### src/hw/rtl/text_chunk_break_finder_core_macros.svh
// assertion helpers for the chunk break finder
`ifndef TEXT_CHUNK_BREAK_FINDER_CORE_MACROS_SVH
`define TEXT_CHUNK_BREAK_FINDER_CORE_MACROS_SVH

// clocked check, off while reset is held
`define TCBF_ASSERT_SYNC(label, prop, msg) \
    label: assert property (@(posedge aclk) disable iff (!aresetn) prop) \
        else $error(msg);

// same-cycle implication
`define TCBF_ASSERT_IMPLY(label, ante, cons, msg) \
    `TCBF_ASSERT_SYNC(label, (ante) |-> (cons), msg)

`endif

### src/hw/rtl/tcbf_pkg.sv
package tcbf_pkg;

    localparam int BYTE_W      = 8;
    localparam int CHUNK_W     = 13;
    localparam int SEP_W       = 2;
    localparam int ADV_W       = 14;
    localparam int KIND_W      = 3;
    localparam int NUM_BREAKS  = 5;
    localparam int MAX_WINDOW  = 8191;
    localparam int WINDOW_RESET = 256;
    localparam int QUEUE_DEPTH = 2;
    localparam int RESULT_W    = 32;

    typedef enum logic [KIND_W-1:0] {
        KIND_REST   = 3'd0,
        KIND_BLANK  = 3'd1,
        KIND_NL     = 3'd2,
        KIND_SENT   = 3'd3,
        KIND_CLAUSE = 3'd4,
        KIND_SPACE  = 3'd5,
        KIND_HARD   = 3'd6
    } break_kind_t;

    // tracker slots, one per separator break kind (rest and hard cut have none)
    localparam int BRK_BLANK  = 0;
    localparam int BRK_NL     = 1;
    localparam int BRK_SENT   = 2;
    localparam int BRK_CLAUSE = 3;
    localparam int BRK_SPACE  = 4;

    localparam logic [BYTE_W-1:0] CH_NL    = 8'h0A;
    localparam logic [BYTE_W-1:0] CH_TAB   = 8'h09;
    localparam logic [BYTE_W-1:0] CH_SPACE = 8'h20;
    localparam logic [BYTE_W-1:0] CH_DOT   = 8'h2E;
    localparam logic [BYTE_W-1:0] CH_BANG  = 8'h21;
    localparam logic [BYTE_W-1:0] CH_QUEST = 8'h3F;
    localparam logic [BYTE_W-1:0] CH_COMMA = 8'h2C;
    localparam logic [BYTE_W-1:0] CH_SEMI  = 8'h3B;

    // lowest field in the lowest bits
    typedef struct packed {
        break_kind_t        break_kind;
        logic [ADV_W-1:0]   advance;
        logic [SEP_W-1:0]   sep_len;
        logic [CHUNK_W-1:0] text_len;
    } result_t;

    typedef struct packed {
        logic    valid;
        result_t res;
    } push_t;

endpackage

### src/hw/rtl/tcbf_front.sv
module tcbf_front (
    input  logic                           aclk,
    input  logic                           aresetn,
    input  logic                           in_valid,
    input  logic [tcbf_pkg::BYTE_W-1:0]    in_byte,
    input  logic                           in_final,
    input  logic                           cfg_we,
    input  logic [tcbf_pkg::CHUNK_W-1:0]   cfg_data,
    output tcbf_pkg::push_t                push
);
    import tcbf_pkg::*;

    logic [CHUNK_W-1:0]    win_len_reg, win_len_next;
    logic [CHUNK_W-1:0]    count_reg, count_next;
    logic [BYTE_W-1:0]     prev_reg, prev_next;
    logic [NUM_BREAKS-1:0] seen_reg, seen_next;
    logic                  decided_reg, decided_next;
    logic [CHUNK_W-1:0]    pos_reg [NUM_BREAKS];
    logic [CHUNK_W-1:0]    pos_next [NUM_BREAKS];

    logic [CHUNK_W-1:0]    win;
    logic [CHUNK_W-1:0]    pos_upd [NUM_BREAKS];
    logic [NUM_BREAKS-1:0] seen_upd;
    logic [NUM_BREAKS-1:0] seen_fin;
    logic [CHUNK_W-1:0]    pos_fin [NUM_BREAKS];
    logic                  at_limit;
    logic                  prev_is_end, prev_is_clause, cur_is_blank;
    result_t               res;
    logic [CHUNK_W-1:0]    sel_len;
    logic [SEP_W-1:0]      sel_sep;
    break_kind_t           sel_kind;

    always_comb begin
        if (win_len_reg == '0) begin
            win = CHUNK_W'(1);
        end else if (int'(win_len_reg) > MAX_WINDOW) begin
            win = CHUNK_W'(MAX_WINDOW);
        end else begin
            win = win_len_reg;
        end
    end

    assign at_limit = (count_reg >= win - CHUNK_W'(1));

    assign prev_is_end    = (prev_reg == CH_DOT) || (prev_reg == CH_BANG)
                         || (prev_reg == CH_QUEST);
    assign prev_is_clause = (prev_reg == CH_COMMA) || (prev_reg == CH_SEMI);
    assign cur_is_blank   = (in_byte == CH_SPACE) || (in_byte == CH_TAB);

    // breaks at the previous position, now that its next byte is known
    // (a cleared previous byte never matches, so the first byte needs no guard)
    always_comb begin
        for (int k = 0; k < NUM_BREAKS; k++) begin
            pos_upd[k] = pos_reg[k];
        end
        seen_upd = seen_reg;
        if (prev_reg == CH_NL && in_byte == CH_NL) begin
            pos_upd[BRK_BLANK] = count_reg - CHUNK_W'(1);
            seen_upd[BRK_BLANK] = 1'b1;
        end
        if (prev_reg == CH_NL) begin
            pos_upd[BRK_NL] = count_reg - CHUNK_W'(1);
            seen_upd[BRK_NL] = 1'b1;
        end
        if (prev_is_end && cur_is_blank) begin
            pos_upd[BRK_SENT] = count_reg;
            seen_upd[BRK_SENT] = 1'b1;
        end
        if (prev_is_clause && in_byte == CH_SPACE) begin
            pos_upd[BRK_CLAUSE] = count_reg;
            seen_upd[BRK_CLAUSE] = 1'b1;
        end
        if (prev_reg == CH_SPACE) begin
            pos_upd[BRK_SPACE] = count_reg - CHUNK_W'(1);
            seen_upd[BRK_SPACE] = 1'b1;
        end
    end

    // last window byte, followed by nul: only newline and space can fire
    always_comb begin
        for (int k = 0; k < NUM_BREAKS; k++) begin
            pos_fin[k] = pos_upd[k];
        end
        seen_fin = seen_upd;
        if (in_byte == CH_NL) begin
            pos_fin[BRK_NL] = count_reg;
            seen_fin[BRK_NL] = 1'b1;
        end
        if (in_byte == CH_SPACE) begin
            pos_fin[BRK_SPACE] = count_reg;
            seen_fin[BRK_SPACE] = 1'b1;
        end
    end

    // best kind wins: walk from weakest to strongest
    always_comb begin
        sel_len  = win;
        sel_sep  = '0;
        sel_kind = KIND_HARD;
        for (int k = NUM_BREAKS - 1; k >= 0; k--) begin
            if (seen_fin[k]) begin
                sel_len  = pos_fin[k];
                sel_sep  = (k == BRK_BLANK) ? SEP_W'(2) : SEP_W'(1);
                sel_kind = break_kind_t'(KIND_W'(k + 1));
            end
        end
    end

    always_comb begin
        if (in_final) begin
            res.text_len   = count_reg + CHUNK_W'(1);
            res.sep_len    = '0;
            res.break_kind = KIND_REST;
        end else begin
            res.text_len   = sel_len;
            res.sep_len    = sel_sep;
            res.break_kind = sel_kind;
        end
        res.advance = ADV_W'(res.text_len) + ADV_W'(res.sep_len);
    end

    always_comb begin
        push.valid = in_valid && !cfg_we && !decided_reg && (in_final || at_limit);
        push.res   = res;
    end

    always_comb begin
        win_len_next = win_len_reg;
        count_next   = count_reg;
        prev_next    = prev_reg;
        seen_next    = seen_reg;
        decided_next = decided_reg;
        for (int k = 0; k < NUM_BREAKS; k++) begin
            pos_next[k] = pos_reg[k];
        end
        if (cfg_we) begin
            win_len_next = cfg_data;
            count_next   = '0;
            prev_next    = '0;
            seen_next    = '0;
            decided_next = 1'b0;
        end else if (in_valid) begin
            if (in_final) begin
                count_next   = '0;
                prev_next    = '0;
                seen_next    = '0;
                decided_next = 1'b0;
            end else if (!decided_reg) begin
                if (at_limit) begin
                    decided_next = 1'b1;
                end else begin
                    count_next = count_reg + CHUNK_W'(1);
                    prev_next  = in_byte;
                    seen_next  = seen_upd;
                    for (int k = 0; k < NUM_BREAKS; k++) begin
                        pos_next[k] = pos_upd[k];
                    end
                end
            end
        end
    end

    always_ff @(posedge aclk) begin
        if (!aresetn) begin
            win_len_reg <= CHUNK_W'(WINDOW_RESET);
            count_reg   <= '0;
            prev_reg    <= '0;
            seen_reg    <= '0;
            decided_reg <= 1'b0;
        end else begin
            win_len_reg <= win_len_next;
            count_reg   <= count_next;
            prev_reg    <= prev_next;
            seen_reg    <= seen_next;
            decided_reg <= decided_next;
        end
    end

    // positions only matter behind a seen bit
    always_ff @(posedge aclk) begin
        for (int k = 0; k < NUM_BREAKS; k++) begin
            pos_reg[k] <= pos_next[k];
        end
    end

endmodule

### src/hw/rtl/tcbf_result_queue.sv
module tcbf_result_queue #(
    parameter int DEPTH = tcbf_pkg::QUEUE_DEPTH
) (
    input  logic              aclk,
    input  logic              aresetn,
    input  tcbf_pkg::push_t   push,
    output logic              full,
    output logic              out_valid,
    input  logic              out_ready,
    output tcbf_pkg::result_t out_res
);
    import tcbf_pkg::*;

    localparam int PTR_W = $clog2(DEPTH);
    localparam int CNT_W = $clog2(DEPTH + 1);

    result_t            entry_reg [DEPTH];
    logic [PTR_W-1:0]   wr_ptr_reg, wr_ptr_next;
    logic [PTR_W-1:0]   rd_ptr_reg, rd_ptr_next;
    logic [CNT_W-1:0]   count_reg, count_next;
    logic               pop;

    assign out_valid = (count_reg != '0);
    assign full      = (count_reg == CNT_W'(DEPTH));
    assign out_res   = entry_reg[rd_ptr_reg];
    assign pop       = out_valid && out_ready;

    always_comb begin
        wr_ptr_next = wr_ptr_reg;
        rd_ptr_next = rd_ptr_reg;
        count_next  = count_reg;
        if (push.valid) begin
            wr_ptr_next = (wr_ptr_reg == PTR_W'(DEPTH - 1)) ? '0 : wr_ptr_reg + PTR_W'(1);
        end
        if (pop) begin
            rd_ptr_next = (rd_ptr_reg == PTR_W'(DEPTH - 1)) ? '0 : rd_ptr_reg + PTR_W'(1);
        end
        if (push.valid && !pop) begin
            count_next = count_reg + CNT_W'(1);
        end else if (pop && !push.valid) begin
            count_next = count_reg - CNT_W'(1);
        end
    end

    always_ff @(posedge aclk) begin
        if (!aresetn) begin
            wr_ptr_reg <= '0;
            rd_ptr_reg <= '0;
            count_reg  <= '0;
        end else begin
            wr_ptr_reg <= wr_ptr_next;
            rd_ptr_reg <= rd_ptr_next;
            count_reg  <= count_next;
        end
    end

    always_ff @(posedge aclk) begin
        if (push.valid) begin
            entry_reg[wr_ptr_reg] <= push.res;
        end
    end

endmodule

### src/hw/rtl/text_chunk_break_finder_core.sv
// chunk break finder
// s_ channel: one text byte per transaction, s_tlast on the final byte of the text.
// m_ channel: one result per decision: chunk length, separator length, advance
// and break kind (whole rest, blank line, newline, sentence, clause, space, hard cut).
// cfg channel: writes the window length in bytes; a write also drops any text in
// progress, the next byte starts a new text. cfg_ready is always high.
// throughput: one byte per cycle while the result queue is not full, set by the byte tracker in the front.
// a result is written into the result queue registers on the transaction of the byte
// that decides it (the final byte, or the last window byte of a longer text).
// bytes after a decision are dropped until s_tlast; they give no result.
// results wait in a QUEUE_DEPTH-entry queue; while it is full s_tready is low, so a
// stalled receiver holds off the input side without losing anything.
// reset: window length 256, queue empty, stream state cleared.
`include "text_chunk_break_finder_core_macros.svh"

module text_chunk_break_finder_core #(
    parameter int QUEUE_DEPTH = tcbf_pkg::QUEUE_DEPTH
) (
    input  logic                             aclk,
    input  logic                             aresetn,
    // [7:0] text_byte
    input  logic [7:0]                       s_tdata,
    input  logic                             s_tlast,
    input  logic                             s_tvalid,
    output logic                             s_tready,
    // [12:0] text_len, [14:13] sep_len, [28:15] advance, [31:29] break_kind
    output logic [tcbf_pkg::RESULT_W-1:0]    m_tdata,
    output logic                             m_tvalid,
    input  logic                             m_tready,
    input  logic [tcbf_pkg::CHUNK_W-1:0]     cfg_data,
    input  logic                             cfg_valid,
    output logic                             cfg_ready
);
    import tcbf_pkg::*;

    logic    q_full;
    logic    s_xfer;
    push_t   push;
    result_t m_res;

    logic [ADV_W-1:0] adv_sum;
    logic             kind_blank, sep_two, kind_no_sep;

    assign cfg_ready = 1'b1;
    assign s_tready  = !q_full;
    assign s_xfer    = s_tvalid && s_tready;
    assign m_tdata   = m_res;

    tcbf_front u_front (
        .aclk      (aclk),
        .aresetn   (aresetn),
        .in_valid  (s_xfer),
        .in_byte   (s_tdata),
        .in_final  (s_tlast),
        .cfg_we    (cfg_valid && cfg_ready),
        .cfg_data  (cfg_data),
        .push      (push)
    );

    tcbf_result_queue #(
        .DEPTH (QUEUE_DEPTH)
    ) u_queue (
        .aclk      (aclk),
        .aresetn   (aresetn),
        .push      (push),
        .full      (q_full),
        .out_valid (m_tvalid),
        .out_ready (m_tready),
        .out_res   (m_res)
    );

    assign adv_sum     = ADV_W'(m_res.text_len) + ADV_W'(m_res.sep_len);
    assign kind_blank  = (m_res.break_kind == KIND_BLANK);
    assign sep_two     = (m_res.sep_len == SEP_W'(2));
    assign kind_no_sep = (m_res.break_kind == KIND_REST) || (m_res.break_kind == KIND_HARD);

    `TCBF_ASSERT_IMPLY(a_advance_sum, m_tvalid, m_res.advance == adv_sum, "advance mismatch")
    `TCBF_ASSERT_IMPLY(a_blank_sep, m_tvalid, kind_blank == sep_two, "two-byte sep off blank line")
    `TCBF_ASSERT_IMPLY(a_no_sep, m_tvalid && kind_no_sep, m_res.sep_len == '0, "sep on rest or cut")
    `TCBF_ASSERT_IMPLY(a_stall_cause, !s_tready, m_tvalid, "input stalled with no result pending")

endmodule

### config.mk
export PLATFORM = sky130hd
export DESIGN_NAME = text_chunk_break_finder_core
export DESIGN_NICKNAME = d
export VERILOG_FILES = /design/src/hw/rtl/tcbf_pkg.sv /design/src/hw/rtl/tcbf_front.sv /design/src/hw/rtl/tcbf_result_queue.sv /design/src/hw/rtl/text_chunk_break_finder_core.sv
export VERILOG_INCLUDE_DIRS = /design/src /design/src/hw/rtl
export SDC_FILE = /design/constraint.sdc
export NUM_CORES = 1
export LEC_CHECK = 0
export BUFFER_PORTS_ARGS = -buffer_cell sky130_fd_sc_hd__buf_2
export CORE_MARGIN = 2
export CORE_UTILIZATION = 60
export CTS_CLUSTER_DIAMETER = 30
export DETAILED_ROUTE_END_ITERATION = 10
export PLACE_DENSITY_LB_ADDON = 0.1
export SETUP_SLACK_MARGIN = 0.3
export SLEW_MARGIN = 40
export SYNTH_ARGS = -nofsm -noshare
export SYNTH_HDL_FRONTEND = slang
export SYNTH_HIERARCHICAL = 1
export SYNTH_SLANG_ARGS = --single-unit
### constraint.sdc
create_clock -name aclk -period 13 [get_ports aclk]
set_clock_uncertainty 0.15 [all_clocks]
set_input_delay 0.65 -clock aclk [delete_from_list [all_inputs] [get_ports aclk]]
set_output_delay 0.65 -clock aclk [all_outputs]
set_load 0.1 [all_outputs]
==> metrics <==
outcome=finished, final reports clean; Avg Cell Area, Syn=10.60 sq um; combined area of the multi-input logic cells=4662 sq um; fraction of final layout cells sized beyond drive strength 1=19.50%; number of nets still failing antenna checks after routing=0; total number of nets in the final design=1,003; core region area=15,890 sq um; clock tree root driver cell=sky130_fd_sc_hd__clkbuf_16; # H-tree levels=4; period utilisation layout=38.80%; crit path kind=flip-flop to flip-flop; met3 track utilization from global routing=5.517%; last weighted congestion value of the routability-driven placer=0.9842; highest cell delay on the worst timing path=620 ps; cell class contributing the biggest share of worst-path delay=simple AND/OR/NAND/NOR gates; number of hold violations in the final report=0; Clock Latency Late Sink=440 ps; worst path cell trace=or4_1 > nor4_1 > a21oi_1 > ha_1 > nand2b_1 > nor4_1 > xnor2_1 > ha_1 > nand4_1 > nor4_1 > a211oi_1 > nand2_1 > nor2_1 > nor3_1 > nor2b_4 > buf_16; number of slew-limit violations in the final report=0; startpoint kind of the worst setup timing path=flip-flop; HPWL Detailed=19,830 microns; All-Layer GR Usage=32.94%; cell count after synthesis=919; count of filler cells inserted in the layout=1,245; largest net degree at the start of global routing=66; FF+latch count, synth=174; critical path's slowest cell=sky130_fd_sc_hd__nor2b_4; Netlist Area Pre-Place=9739 sq um; top fanout value on the critical path=17; synth warn=6; number of antenna violations at the first check in global routing=0; Post-CTS Hold Buffers=0; clock buffer count from CTS=17; via density per instance=6.669; Crit path top cell by count=sky130_fd_sc_hd__nor4_1; minimum clock period=5044 ps; number of flip-flops under the largest register name=65; transition time at the pin with the least slew margin=862.3 ps; unrepaired setup endpoints after global routing=false; number of buffers inserted to repair setup after CTS=0; Starting DRT DRC Count=831; area added between synthesis and finish=11.46%; proportion of synthesized chip area in sequential cells=49.02%; via count of the first global-routing pass=7,728; main area contributors after synthesis=sky130_fd_sc_hd__edfxtp_1, sky130_fd_sc_hd__dfxtp_1, sky130_fd_sc_hd__mux2_2; power density relative to cell area=147.7 nW/um^2; worst vdd rail ir drop=0.0001187 V; most used standard cell by instance count after synthesis=sky130_fd_sc_hd__edfxtp_1; Setup TNS Final=0 ps; starting utilization of the core area=61.31%; cell accounting for the most synthesized area=sky130_fd_sc_hd__edfxtp_1; Port Buffer Count=60; met2 Usage GRT=53.55%; routed length per placed instance=23.72 microns; Clock Pin Slew Worst Setup and Hold Paths=70 ps; drt drc=0; leakage power=3.976 nW; first-pass GRT wire length=43,980 microns; Worst Path Buf+Inv=1; post-route insts no fill=1,185; grt ovf=0; Die Footprint=17,270 sq um; number of enable flip-flop cells after synthesis=129; chip width=131.4 microns; Post-CTS Resized=0; number of different library cells in the post-synthesis netlist=85; proportion of synthesized flip-flops having asynchronous set or reset=0%; flip-flop and latch area=4776 sq um; iteration count of the initial detailed-routing pass=6; Clock Sinks=174; proportion of netlist area held by the largest area contributor=39.77%; class of the tightest hold or removal check=primary input to flip-flop; antenna cell count=0; Worst Setup End Kind=flip-flop; worst slew margin relative to its limit=42.20%; number of top-level pins=62; most used standard cells in the synthesized netlist=sky130_fd_sc_hd__edfxtp_1, sky130_fd_sc_hd__nand2_1, sky130_fd_sc_hd__o21ai_0, sky130_fd_sc_hd__nor2_1, sky130_fd_sc_hd__dfxtp_1; Max Clock Freq=198.3 MHz; TritonCTS clock tree=yes; number of setup violations in the final report=0; total vias in the final route=7,903; most used routing layer=met2; Placed Instances=1,153; Mapped Nets=966; total wire length=28,110 microns; max capacitance violation total=0; required time at the endpoint of the critical path=12,990 ps; cell row count=46; maximum clock insertion buffer count=2; Vert. Die Dim=131.4 microns; flip-flop cell with the highest count after synthesis=sky130_fd_sc_hd__edfxtp_1; met1 routing resource usage after global routing=42.54%; arrival time worst endpoint=5040 ps
where the power goes:
group / total (mW) / leakage (nW) / internal, mW / switching, mW
Combinational: 0.433 / 2.14 / 0.102 / 0.331
Sequential: 0.647 / 1.55 / 0.629 / 0.0177
Clock: 0.523 / 0.290 / 0.290 / 0.233
Total: 1.60 / 3.98 / 1.02 / 0.582
cell type report:
cell class / count / share of cell area (%)
sequential: 174 / 43.99
inverter: 22 / 0.7607
clock buffer: 17 / 3.919
multi-input combinational: 662 / 42.95
tap: 216 / 2.490
timing repair buffer: 79 / 4.299
clock inverter: 15 / 1.591
worst reg2reg max path, stage by stage (launching register included):
cell and delay (ps):
sky130_fd_sc_hd__dfxtp_1 370, sky130_fd_sc_hd__or4_1 600, sky130_fd_sc_hd__nor4_1 400, sky130_fd_sc_hd__a21oi_1 220
sky130_fd_sc_hd__ha_1 280, sky130_fd_sc_hd__nand2b_1 170, sky130_fd_sc_hd__nor4_1 80, sky130_fd_sc_hd__xnor2_1 140
sky130_fd_sc_hd__ha_1 300, sky130_fd_sc_hd__nand4_1 140, sky130_fd_sc_hd__nor4_1 300, sky130_fd_sc_hd__a211oi_1 130
sky130_fd_sc_hd__nand2_1 140, sky130_fd_sc_hd__nor2_1 60, sky130_fd_sc_hd__nor3_1 440, sky130_fd_sc_hd__nor2b_4 620
sky130_fd_sc_hd__buf_16 230
kinds of logic (layout without fill, tap and decap cells):
group / count (synthesis) / after routing / synth area share [%]
compound gates: 231 / 231 / 17.18
xor+xnor: 45 / 45 / 4.047
fa+ha+maj: 20 / 20 / 2.646
buf+inv: 83 / 133 / 3.623
flops: 174 / 174 / 49.02
mux: 62 / 62 / 6.950
other cells: 1 / 1 / 0.03850
simple gates: 303 / 303 / 16.50
worst paths after layout:
| kind | from | endpoint | slack [ps] | cells after the start |
|---|---|---|---|---|
| max | u_front/win_len_reg[6] | u_queue/entry_reg[0][21] | 7960 | 16 |
| max reg2reg | u_front/win_len_reg[6] | u_queue/entry_reg[0][21] | 7960 | 16 |
| min | cfg_data[8] | u_front/win_len_reg[8] | 290 | 3 |
| min reg2reg | u_front/decided_reg | u_front/decided_reg | 370 | 2 |
layer usage:
metal / wire length [microns] / share of wire, % / vias to the layer above
met5: 0 / 0 / -
met1: 11250 / 40 / 3818
met3: 2134 / 7.6 / 96
met4: 1330 / 4.7 / 0
met2: 13400 / 48 / 430
li1: - / - / 3559
layout by cell type, fill, tap and decap left out, types with 12 or more instances in the layout:
cell type and instances:
sky130_fd_sc_hd__clkbuf_16 17, sky130_fd_sc_hd__nand2_1 92, sky130_fd_sc_hd__mux2i_1 17, sky130_fd_sc_hd__a21o_1 12, sky130_fd_sc_hd__a21oi_1 35, sky130_fd_sc_hd__edfxtp_1 129
sky130_fd_sc_hd__o211ai_1 18, sky130_fd_sc_hd__nor2b_1 18, sky130_fd_sc_hd__ha_1 19, sky130_fd_sc_hd__buf_4 17, sky130_fd_sc_hd__o21ai_0 56, sky130_fd_sc_hd__a22o_1 12
sky130_fd_sc_hd__inv_1 22, sky130_fd_sc_hd__mux2_2 43, sky130_fd_sc_hd__xnor2_1 34, sky130_fd_sc_hd__nand3_1 30, sky130_fd_sc_hd__nor3_1 20, sky130_fd_sc_hd__nor2_1 49
sky130_fd_sc_hd__buf_2 60, sky130_fd_sc_hd__dfxtp_1 44
stage by stage:
step | setup slack [ps] | instance area, sq um | utilization, % | power, mW | hold slack, ps
after floorplan | 3029 | 9739 | - | 1.018 | 305.4
after global placement | 7829 | 10190 | 64.14 | 1.078 | 335.7
after detailed placement | 7927 | 10240 | 64.45 | 1.087 | 348.1
after CTS | 7978 | 10840 | 68.21 | 1.604 | 285.2
after global routing | 7639 | 10860 | 68.34 | 1.648 | 308.5
final | 7956 | 10860 | 68.34 | 1.603 | 292.1
Power figures use the tool's default switching activity.
